`config.mk`:
```
export PLATFORM = sky130hd
export DESIGN_NAME = text_console_cursor_core
export DESIGN_NICKNAME = d
export VERILOG_FILES = /design/src/hw/rtl/tcc_pkg.sv /design/src/hw/rtl/text_console_cursor_core.sv /design/src/hw/rtl/tcc_cursor_step.sv
export SDC_FILE = /design/constraint.sdc
export NUM_CORES = 1
export LEC_CHECK = 0
export BUFFER_PORTS_ARGS = -buffer_cell sky130_fd_sc_hd__buf_4
export CORE_MARGIN = 4
export CORE_UTILIZATION = 35
export DETAILED_ROUTE_END_ITERATION = 12
export GPL_TIMING_DRIVEN = 0
export PLACE_DENSITY_LB_ADDON = 0.3
export SLEW_MARGIN = 5
export SYNTH_ARGS = -nofsm -noshare
export SYNTH_HDL_FRONTEND = slang
export SYNTH_SLANG_ARGS = --single-unit
```
`constraint.sdc`:
```
create_clock -name clk -period 10.37 [get_ports clk]
set_clock_uncertainty 0.05 [all_clocks]
set_input_delay 0.5185 -clock clk [delete_from_list [all_inputs] [get_ports clk]]
set_output_delay 0.5185 -clock clk [all_outputs]
set_load 0.05 [all_outputs]
```
`src/hw/rtl/tcc_pkg.sv`:
```
// Shared types and constants for the text console cursor block.
// Used by tcc_cursor_step and text_console_cursor_core; no dependencies.
package tcc_pkg;

    localparam int COORD_W = 12;
    localparam int CHAR_W  = 8;
    localparam int COLOR_W = 24;

    // Glyph cell size in pixels; both must be powers of two.
    localparam int GLYPH_WIDTH  = 8;
    localparam int GLYPH_HEIGHT = 16;

    localparam logic [COORD_W-1:0] RESET_WIDTH    = 12'd1024;
    localparam logic [COORD_W-1:0] RESET_HEIGHT   = 12'd768;
    localparam logic [COORD_W-1:0] RESET_CURSOR_Y = RESET_HEIGHT - COORD_W'(GLYPH_HEIGHT);

    localparam logic [CHAR_W-1:0] CH_NEWLINE   = 8'd10;
    localparam logic [CHAR_W-1:0] CH_BACKSPACE = 8'd8;

    // Configuration register indexes.
    localparam logic REG_WIDTH  = 1'b0;
    localparam logic REG_HEIGHT = 1'b1;

    typedef enum logic [2:0] {
        OP_NONE       = 3'd0,
        OP_DRAW       = 3'd1,
        OP_CLEAR_CELL = 3'd2,
        OP_SCROLL     = 3'd3,
        OP_CLEAR_LINE = 3'd4
    } op_t;

    // Everything one character produces: an optional cell command, then an
    // optional scroll followed by a line clear.
    typedef struct packed {
        logic                 has_cell;
        op_t                  cell_op;
        logic [COORD_W-1:0]   cell_x;
        logic [COORD_W-1:0]   cell_y;
        logic [CHAR_W-1:0]    code;
        logic [COLOR_W-1:0]   color;
        logic                 scroll;
        logic [COORD_W-1:0]   line_y;
        logic                 drew;
    } bundle_t;

endpackage

```
`src/hw/rtl/text_console_cursor_core.sv`:
```
// Top level of the text console cursor: stream ports, configuration
// registers, cursor state and command sequencing. Depends on tcc_pkg and
// tcc_cursor_step.
//
// Usage: one character per transfer arrives on the s_axis channel. For each
// character the block emits one to three renderer commands on the m_axis
// channel, one per cycle: an optional draw-glyph or clear-cell command,
// then, when the cursor runs off the bottom, a scroll and a clear of the
// bottom text line. A character that causes nothing yields one command with
// op none. tlast marks the final command of each character.
// Path: a character passes through the input register and the bundle
// register before its first command reaches the output register.
// Throughput: one command per cycle while m_axis_tready is high, set by
// the single output register. Input is registered, the cursor update is
// one combinational pass into a command bundle register, and the bundle is
// unloaded into the output register, so a new character is taken while the
// previous one's commands are still leaving.
// Reset: the screen is 1024 by 768 pixels and the cursor sits at column
// zero of the bottom text line; no commands are pending.
// Stall: when m_axis_tready is low the output register holds, the bundle
// and input registers fill, and s_axis_tready drops until space frees.
// Configuration (cfg_we, cfg_index, cfg_data) must be written only while idle (not enforced).
module text_console_cursor_core (
    input  logic                         clk,
    input  logic                         rst_n,
    // Configuration write port: index 0 width, index 1 height.
    input  logic                         cfg_we,
    input  logic                         cfg_index,
    input  logic [tcc_pkg::COORD_W-1:0]  cfg_data,
    // Input stream.
    input  logic                         s_axis_tvalid,
    output logic                         s_axis_tready,
    input  logic [31:0]                  s_axis_tdata,  // char_code[7:0], fg_color[31:8]
    // Command stream.
    output logic                         m_axis_tvalid,
    input  logic                         m_axis_tready,
    output logic [55:0]                  m_axis_tdata,  // pos_x[11:0], pos_y[23:12],
                                                        // glyph_code[31:24], glyph_color[55:32]
    output logic [3:0]                   m_axis_tuser,  // op[2:0], drawn[3]
    output logic                         m_axis_tlast
);
    import tcc_pkg::*;

    // Configuration registers.
    logic [COORD_W-1:0] width_reg;
    logic [COORD_W-1:0] height_reg;

    // Cursor state.
    logic [COORD_W-1:0] cursor_x_reg;
    logic [COORD_W-1:0] cursor_y_reg;
    logic [COORD_W-1:0] cursor_x_next;
    logic [COORD_W-1:0] cursor_y_next;

    // Input register.
    logic               in_valid_reg;
    logic [CHAR_W-1:0]  in_char_reg;
    logic [COLOR_W-1:0] in_color_reg;

    // Command bundle for the character being emitted.
    logic               bnd_valid_reg;
    bundle_t            bnd_reg;
    bundle_t            bnd_next;
    logic [1:0]         idx_reg;

    // Output register.
    logic               out_valid_reg;
    op_t                out_op_reg;
    logic [COORD_W-1:0] out_x_reg;
    logic [COORD_W-1:0] out_y_reg;
    logic [CHAR_W-1:0]  out_code_reg;
    logic [COLOR_W-1:0] out_color_reg;
    logic               out_drawn_reg;
    logic               out_last_reg;

    // Current command selected from the bundle.
    logic [1:0]         slot;
    op_t                cur_op;
    logic [COORD_W-1:0] cur_x;
    logic [COORD_W-1:0] cur_y;
    logic [CHAR_W-1:0]  cur_code;
    logic [COLOR_W-1:0] cur_color;
    logic               cur_last;

    logic out_load;
    logic bnd_free;
    logic take_item;
    logic in_xfer;

    tcc_cursor_step u_step (
        .cursor_x         (cursor_x_reg),
        .cursor_y         (cursor_y_reg),
        .screen_width_px  (width_reg),
        .screen_height_px (height_reg),
        .char_code        (in_char_reg),
        .fg_color         (in_color_reg),
        .cursor_x_next    (cursor_x_next),
        .cursor_y_next    (cursor_y_next),
        .bundle           (bnd_next)
    );

    // Slot 0 is the cell command, slot 1 the scroll, slot 2 the line clear.
    // Without a cell command the sequence starts at slot 1; a character with
    // neither yields op none there.
    always_comb
    begin
        slot      = bnd_reg.has_cell ? idx_reg : (idx_reg + 2'd1);
        cur_op    = OP_NONE;
        cur_x     = '0;
        cur_y     = '0;
        cur_code  = '0;
        cur_color = '0;
        case (slot)
            2'd0:
            begin
                cur_op    = bnd_reg.cell_op;
                cur_x     = bnd_reg.cell_x;
                cur_y     = bnd_reg.cell_y;
                cur_code  = bnd_reg.code;
                cur_color = bnd_reg.color;
            end
            2'd1:
            begin
                cur_op = bnd_reg.scroll ? OP_SCROLL : OP_NONE;
            end
            2'd2:
            begin
                cur_op = OP_CLEAR_LINE;
                cur_y  = bnd_reg.line_y;
            end
            default:
            begin
                cur_op = OP_NONE;
            end
        endcase
        cur_last = bnd_reg.scroll ? (slot == 2'd2) : 1'b1;
    end

    assign out_load      = bnd_valid_reg && (!out_valid_reg || m_axis_tready);
    assign bnd_free      = out_load && cur_last;
    assign take_item     = in_valid_reg && (!bnd_valid_reg || bnd_free);
    assign s_axis_tready = !in_valid_reg || take_item;
    assign in_xfer       = s_axis_tvalid && s_axis_tready;

    always_ff @(posedge clk or negedge rst_n)
    begin
        if (!rst_n)
        begin
            width_reg  <= RESET_WIDTH;
            height_reg <= RESET_HEIGHT;
        end
        else if (cfg_we)
        begin
            if (cfg_index == REG_WIDTH)
            begin
                width_reg <= cfg_data;
            end
            else
            begin
                height_reg <= cfg_data;
            end
        end
    end

    always_ff @(posedge clk or negedge rst_n)
    begin
        if (!rst_n)
        begin
            in_valid_reg <= 1'b0;
        end
        else if (in_xfer)
        begin
            in_valid_reg <= 1'b1;
        end
        else if (take_item)
        begin
            in_valid_reg <= 1'b0;
        end
    end

    always_ff @(posedge clk)
    begin
        if (in_xfer)
        begin
            in_char_reg  <= s_axis_tdata[CHAR_W-1:0];
            in_color_reg <= s_axis_tdata[CHAR_W+COLOR_W-1:CHAR_W];
        end
    end

    // The cursor advances when a character moves into the bundle register.
    always_ff @(posedge clk or negedge rst_n)
    begin
        if (!rst_n)
        begin
            cursor_x_reg  <= '0;
            cursor_y_reg  <= RESET_CURSOR_Y;
            bnd_valid_reg <= 1'b0;
            idx_reg       <= '0;
        end
        else if (take_item)
        begin
            cursor_x_reg  <= cursor_x_next;
            cursor_y_reg  <= cursor_y_next;
            bnd_valid_reg <= 1'b1;
            idx_reg       <= '0;
        end
        else if (bnd_free)
        begin
            bnd_valid_reg <= 1'b0;
        end
        else if (out_load)
        begin
            idx_reg <= idx_reg + 2'd1;
        end
    end

    always_ff @(posedge clk)
    begin
        if (take_item)
        begin
            bnd_reg <= bnd_next;
        end
    end

    always_ff @(posedge clk or negedge rst_n)
    begin
        if (!rst_n)
        begin
            out_valid_reg <= 1'b0;
        end
        else if (out_load)
        begin
            out_valid_reg <= 1'b1;
        end
        else if (m_axis_tready)
        begin
            out_valid_reg <= 1'b0;
        end
    end

    always_ff @(posedge clk)
    begin
        if (out_load)
        begin
            out_op_reg    <= cur_op;
            out_x_reg     <= cur_x;
            out_y_reg     <= cur_y;
            out_code_reg  <= cur_code;
            out_color_reg <= cur_color;
            out_drawn_reg <= bnd_reg.drew;
            out_last_reg  <= cur_last;
        end
    end

    assign m_axis_tvalid = out_valid_reg;
    assign m_axis_tdata  = {out_color_reg, out_code_reg, out_y_reg, out_x_reg};
    assign m_axis_tuser  = {out_drawn_reg, out_op_reg};
    assign m_axis_tlast  = out_last_reg;

endmodule

```
`src/hw/rtl/tcc_cursor_step.sv`:
```
// Combinational cursor update for one character: next cursor and the
// command bundle. Depends on tcc_pkg.
module tcc_cursor_step (
    input  logic [tcc_pkg::COORD_W-1:0] cursor_x,
    input  logic [tcc_pkg::COORD_W-1:0] cursor_y,
    input  logic [tcc_pkg::COORD_W-1:0] screen_width_px,
    input  logic [tcc_pkg::COORD_W-1:0] screen_height_px,
    input  logic [tcc_pkg::CHAR_W-1:0]  char_code,
    input  logic [tcc_pkg::COLOR_W-1:0] fg_color,
    output logic [tcc_pkg::COORD_W-1:0] cursor_x_next,
    output logic [tcc_pkg::COORD_W-1:0] cursor_y_next,
    output tcc_pkg::bundle_t            bundle
);
    import tcc_pkg::*;

    localparam int WIDE_W = COORD_W + 1;
    localparam logic [WIDE_W-1:0] GW = WIDE_W'(GLYPH_WIDTH);
    localparam logic [WIDE_W-1:0] GH = WIDE_W'(GLYPH_HEIGHT);

    logic [WIDE_W-1:0] x_w;
    logic [WIDE_W-1:0] y_w;
    logic [WIDE_W-1:0] back_x;
    logic [WIDE_W-1:0] width_w;
    logic [WIDE_W-1:0] height_w;
    logic [WIDE_W-1:0] round_x;
    logic [WIDE_W-1:0] round_y;

    always_comb
    begin
        width_w  = {1'b0, screen_width_px};
        height_w = {1'b0, screen_height_px};
        x_w      = {1'b0, cursor_x};
        y_w      = {1'b0, cursor_y};
        back_x   = x_w;
        round_x  = (x_w + GW - WIDE_W'(1)) & ~(GW - WIDE_W'(1));
        round_y  = (y_w + GH - WIDE_W'(1)) & ~(GH - WIDE_W'(1));
        bundle   = '0;
        bundle.cell_op = OP_NONE;

        // Characters are only interpreted while the cursor is on screen.
        if ((x_w < width_w) && (y_w < height_w))
        begin
            if (char_code == CH_NEWLINE)
            begin
                x_w = '0;
                y_w = y_w + GH;
            end
            else if (char_code == CH_BACKSPACE)
            begin
                if ((cursor_x != '0) || (cursor_y != '0))
                begin
                    if (cursor_x == '0)
                    begin
                        y_w    = (y_w >= GH) ? (y_w - GH) : '0;
                        back_x = width_w;
                    end
                    x_w = (back_x >= GW) ? (back_x - GW) : '0;
                    bundle.has_cell = 1'b1;
                    bundle.cell_op  = OP_CLEAR_CELL;
                    bundle.cell_x   = x_w[COORD_W-1:0];
                    bundle.cell_y   = y_w[COORD_W-1:0];
                end
            end
            else
            begin
                bundle.has_cell = 1'b1;
                bundle.cell_op  = OP_DRAW;
                bundle.cell_x   = round_x[COORD_W-1:0];
                bundle.cell_y   = round_y[COORD_W-1:0];
                bundle.code     = char_code;
                bundle.color    = fg_color;
                bundle.drew     = 1'b1;
                x_w = x_w + GW;
            end
        end

        // Wrap at the right edge, then scroll at the bottom.
        if (x_w >= width_w)
        begin
            x_w = '0;
            y_w = y_w + GH;
        end
        if (y_w >= height_w)
        begin
            y_w = (height_w >= GH) ? (height_w - GH) : '0;
            bundle.scroll = 1'b1;
            bundle.line_y = y_w[COORD_W-1:0];
        end

        cursor_x_next = x_w[COORD_W-1:0];
        cursor_y_next = y_w[COORD_W-1:0];
    end

endmodule
```
==> out/metrics.cfg, run 1 <==
[drt]
routedWlPerCell_um=19.5
drcViolationCount=0
via_per_inst=5.41
route.final.wire_length_mm=31.4
drt_first_pass_iters=5
drtIter0Drc=792
drtAntennaViolNets=0
vias=8682

[die]
rows=65
coreArea_um2=31800
die_area_um2=35500
die_x_um=188
dieHeight_um=188
start_util_pct=35.8
ioPinCount=113

[placement]
dpl.hpwl_mm=23.8
place.gp.congestion=0.937
port-buffer-count=112
dp_worst_setup_slack_ns=1.27

[logic_synthesis]
synthDominantCellAreaShare_pct=43.5
ys_ff_latch=218
syn-cell-area_um2=11400
synth_cells=1016
synth_flop_cell=edfxtp_1
yosysWarningCount=0
ys_seq_area_share_pct=55.2
ys_async_sr_fraction_pct=24.3
synth_edf_count=165
synth_cell_type_count=74
avgSynthCellArea_um2=11.2
yosysTopAreaCell=edfxtp_1
synth_area_leaders=edfxtp_1, dfrtp_1, ha_1
synthesis.nets=1120

[timing]
timing.fmax_ghz=0.108
finalSetupTns_ns=0
rsz0062_at_grt=no
finalMaxSlewViolations=0
slew_headroom_pct=38.5
worst_pin_slew_ns=0.916
layout_setup_ws_ns=1.08
period_share_pct=89.6
hold_viol=0
setup_violations=0
fin_crit_ns=9.29

[layout]
fill_cells=3008
areaGrowthSynthToFinish_pct=19.2
num_antenna_cells=0
final_cell_mix=edfxtp_1, buf_4, nand2_1, nor2_1, o21ai_0
largest_register_ffs=72
layout_commonest_cell=edfxtp_1
final_nets=1259
drive_gt1_share_pct=16.8

[cts]
numCtsBuffers=23
cts_root_buf=clkbuf_16
clkTransAtPathRegs_ns=0.06
clock-sinks=218
insertion_delay_ns=0.52
cts_resized=0
cts_tree=yes
cts_setup_buffers=0
h-tree-depth=1
cts.hold.buffers_added=0
cts_buffer_depth=3

[setup_path]
slowest_stage=nor4_4
cp_slowest_stage_delay_ns=0.60
reg2reg_depth=33
cp_max_fo=10
rrSetupSlack_ns=1.08
rr_startpoint=cursor_x_reg[3]
cp-end-kind=register
cp_common_cell=a21oi_1
critical_path_class=register to register
critPathArrivalTime_ns=9.48
timing.rr.end=bnd_reg[6]
start_kind=register
required_ns=10.56

[status]
status=completed

[power_and_ir_drop]
p_leak_nw=5.39
max-vdd-ir-drop_v=0.000142
power_density_nw_per_um2=329

[grt]
overflow=0
grt_pass1_vias=8419
grt_antenna_before_repair=0
grt_pass1_wl_mm=48.5
grt_max_degree=64
grtUsageTotal_pct=17.1

[worst_hold_path]
min_path_type=input port to asynchronous set/reset pin

[flow_run]
drv_cap=0

stage by stage:
stage                     util [%]  power, mW  cells  hold WS, ns  area [um^2]
after CTS                     42.7       4.48   1606       0.0226        13600
final                         42.7       4.47   1606      0.00199        13600
after floorplan                  -       2.98   1016        0.173        11400
after global routing          42.7       4.73   1606       0.0622        13600
after global placement        40.2       3.63   1563        0.424        12800
after detailed placement      40.4       3.65   1565        0.428        12800
worst max-delay path, delay by kind of cell (launching register included):
family,cells,cell delay (ns)
fa+ha+maj,3,0.84
compound gates,15,3.23
buf+inv,6,1.90
xor+xnor,1,0.24
flops,1,0.42
simple gates,8,2.29
power breakdown:
part           internal [mW]  total (mW)  leakage (nW)  switching, mW
Sequential              1.39        1.54          2.26          0.152
Clock                  0.491       0.822         0.358          0.331
Combinational          0.680        2.10          2.77           1.42
cells in the mapped netlist (23+ instances only):
cell	count
a22o_1	23
nor2_1	59
xnor2_1	23
nand2_1	82
nand3_1	25
a21oi_1	44
and2_1	53
inv_1	43
ha_1	54
edfxtp_1	165
dfrtp_1	45
and3_1	39
o21ai_0	55
clkbuf_1	47
cell families (layout without fill, tap and decap cells):
kind of cell | count (synthesis) | in the layout | synth area share [%]
AOI/OAI and AO/OA | 239 | 239 | 14.4
DFF | 218 | 218 | 55.2
muxes | 14 | 14 | 1.38
buffers and inverters | 97 | 252 | 3.42
and+or+nand+nor | 358 | 358 | 16.9
xor gates and xnor gates | 36 | 36 | 2.77
adders and majority gates | 54 | 54 | 5.93
layer usage:
layer	vias up	part of all wire (%)	track usage, %
met5	-	0	0
met4	0	2.8	4.90
met3	57	7.3	3.13
met2	331	43	26.1
met1	4192	47	25.2
li1	4102	-	-
area by class of cell:
class | count | area [um^2] | share of cell area, %
Buffer | 54 | 231 | 1.70
Clock buffer | 32 | 619 | 4.56
Timing Repair Buffer | 114 | 888 | 6.54
Tap cell | 435 | 544 | 4.01
Multi-Input combinational cell | 701 | 4720 | 34.8
Inverter | 43 | 161 | 1.19
Sequential cell | 218 | 6290 | 46.3
Clock inverter | 9 | 124 | 0.912
worst max-delay path by stage:
| stage | start | end | cells past startpoint |
|---|---|---|---|
| 6_report | cursor_x_reg[3] | bnd_reg[6] | 33 |
| 3_5_place_dp | cursor_x_reg[3] | bnd_reg[6] | 33 |
| 5_1_grt | cursor_x_reg[3] | bnd_reg[6] | 34 |
| 2_1_floorplan | cursor_x_reg[3] | bnd_reg[10] | 33 |
| 4_1_cts | cursor_x_reg[3] | bnd_reg[6] | 33 |
| 3_3_place_gp | cursor_x_reg[3] | bnd_reg[6] | 33 |
Note: power is estimated with default switching activity, not from simulation.
==> run 2, diff against run 1 <==
--- a/config.mk
+++ b/config.mk
@@ -5,6 +5,7 @@
 export SDC_FILE = /design/constraint.sdc
 export NUM_CORES = 1
 export LEC_CHECK = 0
+export ABC_AREA = 1
 export BUFFER_PORTS_ARGS = -buffer_cell sky130_fd_sc_hd__buf_4
 export CORE_MARGIN = 4
 export CORE_UTILIZATION = 35
==> run 2 against run 1 <==
Compared with the run above: sequential share of layout area is 2.2 points lower; critical path depth grew 6; synthesized area increased by 4.6%; highest routed layer unchanged.
==> out/metrics.cfg, run 2 <==
[layout]
stdcell_area_um2=14300  ; +5.0%
layout_commonest_cell=nand2_1
multi_input_area_um2=4580  ; -3.0%
final_cell_mix=nand2_1, inv_1, edfxtp_1, nor2_1, buf_4
areaGrowthSynthToFinish_pct=19.6
fill_cells=3349  ; +11%
drive_gt1_share_pct=15.8  ; -1.0 points
largest_register_ffs=72  ; unchanged
seq_area_um2=6290  ; unchanged
final_nets=1617  ; +28%
num_antenna_cells=0  ; unchanged

[logic_synthesis]
yosysTopAreaCell=edfxtp_1
synth_cell_type_count=44  ; -41%
synthesis.nets=1474  ; +32%
syn-cell-area_um2=11900  ; +4.6%
synth_area_leaders=edfxtp_1, nand2_1, dfrtp_1
yosysWarningCount=0  ; unchanged
ys_seq_area_share_pct=52.8  ; -2.4 points
ys_async_sr_fraction_pct=24.3  ; unchanged
synth_edf_count=165  ; unchanged
ys_ff_latch=218  ; unchanged
avgSynthCellArea_um2=8.70  ; -22%
synth_common_cells=nand2_1, inv_1, edfxtp_1
synthDominantCellAreaShare_pct=41.6  ; -1.9 points
yosysMostFrequentCell=nand2_1
synth_cells=1370  ; +35%
synth_flop_cell=edfxtp_1

[timing]
finalMaxSlewViolations=0  ; unchanged
fin_hold_ws_ns=0.00201  ; +0.0000271 ns
timing.fmax_ghz=0.140  ; +30%
hold_viol=0  ; unchanged
setup_violations=0  ; unchanged
fin_crit_ns=7.14  ; -2.15 ns
rsz0062_at_grt=no
worst_pin_slew_ns=1.08  ; +0.163 ns
finalSetupTns_ns=0  ; unchanged
slew_headroom_pct=28.1  ; -10 points
period_share_pct=68.8  ; -21 points

[grt]
grt_pass1_wl_mm=49.9  ; +2.9%
grtUsageTotal_pct=17.1  ; -0.024 points
grt_antenna_before_repair=0  ; unchanged
grt_pass1_vias=9214  ; +9.4%
overflow=0  ; unchanged
grt_max_degree=82  ; +28%

[drt]
drtAntennaViolNets=0  ; unchanged
vias=9452  ; +8.9%
routedWlPerCell_um=16.1  ; -18%
drtIter0Drc=727  ; -8.2%
drcViolationCount=0  ; unchanged
route.final.wire_length_mm=31.8  ; +1.5%
drt_first_pass_iters=5  ; unchanged
via_per_inst=4.77  ; -12%

[cts]
insertion_delay_ns=0.53  ; about the same
cts_buffer_depth=3  ; unchanged
cts_tree=yes
cts.hold.buffers_added=0  ; unchanged
numCtsBuffers=26  ; +13%
cts_resized=0  ; unchanged
cts_setup_buffers=0  ; unchanged
clock-sinks=218  ; unchanged
h-tree-depth=1  ; unchanged
clkTransAtPathRegs_ns=0.06  ; about the same
cts_root_buf=clkbuf_16

[die]
dieHeight_um=193  ; +2.2%
die_x_um=193  ; +2.2%
coreArea_um2=33500  ; +5.4%
ioPinCount=113  ; unchanged
start_util_pct=35.5  ; -0.28 points
die_area_um2=37100  ; +4.4%
rows=67  ; +3.1%

[worst_hold_path]
min_path_type=input port to asynchronous set/reset pin

[setup_path]
critPathArrivalTime_ns=7.36  ; -2.12 ns
cp_slowest_stage_delay_ns=0.57  ; -0.03 ns
cp_max_fo=10  ; unchanged
critical_path_class=register to register
cp-end-kind=register
required_ns=10.60  ; +0.04 ns
slowest_stage=nor2_1
reg2reg_depth=39  ; +18%
start_kind=register
cp_common_cell=nand2_1

[status]
status=completed

[placement]
port-buffer-count=112  ; unchanged
place.gp.congestion=0.937  ; about the same
dpl.hpwl_mm=24.5  ; +3.1%
placed_area_um2=13400  ; +4.5%

[flow_run]
drv_cap=0  ; unchanged

run 2: cell count changes in the layout (fill, tap and decap cells not counted), sizes merged, moves of 29 or more:
cell	previous run	this run
nand2	82	345
and2	53	0
and3	39	0
nand3	25	101
nor2	60	175
inv	43	231
clkbuf	79	50
run 2: metal layers:
layer | track usage [%] | wire, um | up-vias
li1 | - | - | 4741
met1 | 24.3 | 14900 | 4380
met2 | 27.4 | 14200 | 276
met3 | 2.26 | 1790 | 55
met4 | 5.13 | 937 | 0
met5 | 0 | 0 | -
run 2: critical path, delay by kind of cell, from the launching register on:
kind	cells	cell delay (ns)
AOI/OAI and AO/OA	11	1.83
adders and majority gates	3	0.93
buffers and inverters	7	1.05
DFF	1	0.55
and+or+nand+nor	18	2.43
run 2: per-stage QoR:
stage	setup WS, ns	std cells	utilization (%)
after floorplan	4.87	1370	-
after global placement	3.13	1930	39.7
after detailed placement	3.20	1933	40.0
after CTS	3.17	1981	42.5
after global routing	2.50	1981	42.5
final	3.23	1981	42.5
run 2: layout make-up:
cell class	instances	share of cell area (%)
inverter	230	6.05
timing repair buffer	115	6.42
tap	448	3.93
sequential	218	44.1
clock inverter	14	0.807
clock buffer	34	5.12
multi-input combinational	886	32.1
buffer	36	1.43
run 2: path summary, 6_finish.rpt:
path | start | endpoint | slack, ns
max | height_reg[9] | bnd_reg[12] | 3.23
min | rst_n | cursor_y_reg[10] | 0.002
max reg2reg | height_reg[9] | bnd_reg[12] | 3.23
min reg2reg | bnd_reg[70] | out_drawn_reg | 0.42
max in group asynchronous | rst_n | width_reg[4] | 9.77
min in group clk | s_axis_tdata[11] | in_color_reg[3] | 0.11
run 2: logic make-up (layout without fill, tap and decap cells):
kind of cell    after synthesis  in the layout  share of synthesized area, %
fa+ha+maj                    54             54                          5.67
xor+xnor                     28             28                          2.06
simple gates                659            659                          23.8
buf+inv                     266            429                          8.95
flops                       218            218                          52.8
compound gates              145            145                          6.78
Power of run 2 is left out: the tool's default activity adds up to more than one toggle a clock period on the data nets, which glitch-free logic cannot reach.
==> run 3, diff against run 2 <==
--- a/config.mk
+++ b/config.mk
@@ -5,7 +5,7 @@
 export SDC_FILE = /design/constraint.sdc
 export NUM_CORES = 1
 export LEC_CHECK = 0
-export ABC_AREA = 1
+export ABC_AREA = 0
 export BUFFER_PORTS_ARGS = -buffer_cell sky130_fd_sc_hd__buf_4
 export CORE_MARGIN = 4
 export CORE_UTILIZATION = 35
==> constraint.sdc (replaced) <==
create_clock -name clk -period 5.8 [get_ports clk]
set_clock_uncertainty 0.05 [all_clocks]
set_input_delay 0.29 -clock clk [delete_from_list [all_inputs] [get_ports clk]]
set_output_delay 0.29 -clock clk [all_outputs]
set_load 0.05 [all_outputs]
==> run 3 against run 2 <==
Compared with the run above: the flow now finishes with violations (setup timing); global-route usage grew 0.62 points; register-to-register slack lost 4.0 ns; clock-buffer cell count shrank 2; core utilization grew 3.8 points; critical path type unchanged.
==> out/metrics.cfg, run 3 (synthesized netlist as in run 1, its figures left out) <==
[layout]
areaGrowthSynthToFinish_pct=29.2
drive_gt1_share_pct=23.9  ; +8.1 points
final_cell_mix=buf_4, edfxtp_1, nand2_1, ha_1, nor2_1
largest_register_ffs=72  ; unchanged
final_core_util_pct=46.3  ; +3.8 points
stdcell_area_um2=14700  ; +3.2%
final_nets=1361  ; -16%
num_antenna_cells=0  ; unchanged
fill_cells=2900  ; -13%
layout_commonest_cell=buf_4

[cts]
cts_root_buf=clkbuf_16
cts_tree=yes
h-tree-depth=1  ; unchanged
numCtsBuffers=24  ; -7.7%
insertion_delay_ns=0.52  ; about the same
cts_buffer_depth=3  ; unchanged
clkTransAtPathRegs_ns=0.06  ; about the same
clock-sinks=218  ; unchanged

[power_and_ir_drop]
clkPwrFrac_pct=16.6
swShare_pct=42.1
max-vdd-ir-drop_v=0.000245
pwr-share-seq_pct=32.9
p_comb_share_pct=50.5
power_density_nw_per_um2=574
p_sw_mw=3.55
p_leak_nw=5.91
p_int_mw=4.89

[setup_path]
required_ns=6.02  ; -4.58 ns
critPathArrivalTime_ns=6.74  ; -0.62 ns
rr_startpoint=cursor_x_reg[3]
cp_common_cell=a21oi_2
cp_slowest_stage_delay_ns=0.42  ; -0.15 ns
critPathBufInv=6  ; -1
critical_path_class=register to register
crit_start=cursor_x_reg[3]
cp-end-kind=register
cpLargestDelayFamily=compound AO/OA/AOI/OAI gates
cp_max_fo=6  ; -4
slowest_stage=dfrtp_1
start_kind=register

[die]
rows=65  ; -3.0%
dieHeight_um=188  ; -2.1%
die_x_um=188  ; -2.1%
start_util_pct=35.8  ; +0.28 points
ioPinCount=113  ; unchanged
die_area_um2=35500  ; -4.2%
coreArea_um2=31800  ; -5.2%

[timing]
worst_pin_slew_ns=0.985  ; -0.0933 ns
timing.fmax_ghz=0.153  ; +9.4%
period_share_pct=112  ; +44 points
fin_crit_ns=6.52  ; -0.613 ns
layout_setup_ws_ns=-0.722  ; -3.96 ns
finalMaxSlewViolations=0  ; unchanged
hold_viol=0  ; unchanged
slew_headroom_pct=33.7  ; +5.6 points
setup_violations=25  ; +25
rsz0062_at_grt=yes

[status]
violations=setup timing
status=finished with violations

[grt]
use_met2_pct=28.4  ; +1.0 points
grt_antenna_before_repair=0  ; unchanged
overflow=0  ; unchanged
grt_use_met3_pct=3.11  ; +0.85 points
grt_max_degree=65  ; -21%
grt_pass1_wl_mm=50.3  ; +0.80%
busiest_layer=met2
grt_use_met1_pct=24.9  ; +0.64 points
grt_pass1_vias=8846  ; -4.0%
grtUsageTotal_pct=17.7  ; +0.62 points

[flow_run]
drv_cap=0  ; unchanged

[drt]
drtIter0Drc=830  ; +14%
drtAntennaViolNets=0  ; unchanged
route.final.wire_length_mm=32.7  ; +2.9%
drcViolationCount=0  ; unchanged
drt_first_pass_iters=7  ; +2
vias=9133  ; -3.4%
routedWlPerCell_um=19.2  ; +19%
via_per_inst=5.35  ; +12%

[placement]
place.gp.congestion=0.956  ; +2.0%
port-buffer-count=112  ; unchanged
dpl.hpwl_mm=24.0  ; -2.3%
placed_area_um2=12900  ; -3.7%

[worst_hold_path]
min_path_type=input port to register
worstHoldStart=m_axis_tready

[run 3: cell count changes in the layout (fill, tap and decap cells not counted), moves of 19 or more]
cell	before	now
o21ai_0	66	47
buf_4	117	166
dlygate4sd3_1	0	46
clkbuf_1	19	44
nand2_1	331	78
nor2_1	160	52
and2_1	0	50
a22o_1	0	23
and3_1	0	38
inv_1	215	40
nand3_1	94	24
[run 3: power by group through the flow]
stage          logic (mW)  clock network, mW  registers, mW
2_1_floorplan        2.07                  0           3.34
3_3_place_gp         3.71                  0           2.83
3_5_place_dp         3.77                  0           2.81
4_1_cts              4.11               1.44           2.78
5_1_grt              4.61               1.51           2.83
6_report             4.27               1.40           2.77
[run 3: worst register-to-register path: cells and delay by family (launching register included)]
family                     cells  cell delay (ns)
xor gates and xnor gates       1             0.22
AOI/OAI and AO/OA             16             2.52
adders and majority gates      3             0.72
DFF                            1             0.42
buffers and inverters          6             0.78
and+or+nand+nor                8             1.55
[run 3: cell type report]
| type | count | area, um^2 | share of cell area (%) |
|---|---|---|---|
| buffer | 52 | 305 | 2.07 |
| clock buffer | 32 | 662 | 4.50 |
| clock inverter | 10 | 60.1 | 0.408 |
| inverter | 43 | 161 | 1.10 |
| multi-input combinational | 701 | 4900 | 33.3 |
| sequential | 218 | 6290 | 42.8 |
| tap | 435 | 544 | 3.70 |
| timing repair buffer | 217 | 1790 | 12.2 |
[run 3: what timing repair did]
action / CTS / global route
buffers inserted: 40 / 16
pin swaps: 13 / 9
hold buffers: 46 / 0
setup endpoints to repair: 35 / 25
hold endpoints to repair: 102 / 0
resized for setup: 41 / 10
gates cloned: 1 / 0
[run 3: worst paths after layout]
path	endpoint	slack (ns)	cells after the start
max	bnd_reg[6]	-0.72	34
min	m_axis_tvalid	0.08	3
max reg2reg	bnd_reg[6]	-0.72	34
min reg2reg	out_x_reg[2]	0.46	1
max in group asynchronous	cursor_x_reg[7]	4.84	2
min in group asynchronous	cursor_y_reg[1]	0.32	2
[run 3: metrics by stage]
stage,worst slack [ns],std cells,power [mW],setup TNS (ns),hold WS [ns]
after global routing,-1.01,1708,8.95,-24.08,0.0956
final,-0.722,1708,8.44,-16.98,0.0773
after global placement,-1.85,1563,6.54,-45.83,0.344
after CTS,-0.586,1692,8.33,-13.45,0.0570
after detailed placement,-1.73,1565,6.58,-42.02,0.352
after floorplan,-0.215,1016,5.41,-3.62,-0.0556
[run 3: routing by layer]
| metal | up-vias | part of all wire (%) | wire (um) |
|---|---|---|---|
| li1 | 4300 | - | - |
| met1 | 4392 | 45 | 14800 |
| met2 | 372 | 45 | 14900 |
| met3 | 69 | 7.2 | 2360 |
| met4 | 0 | 2.3 | 769 |
| met5 | - | 0 | 0 |
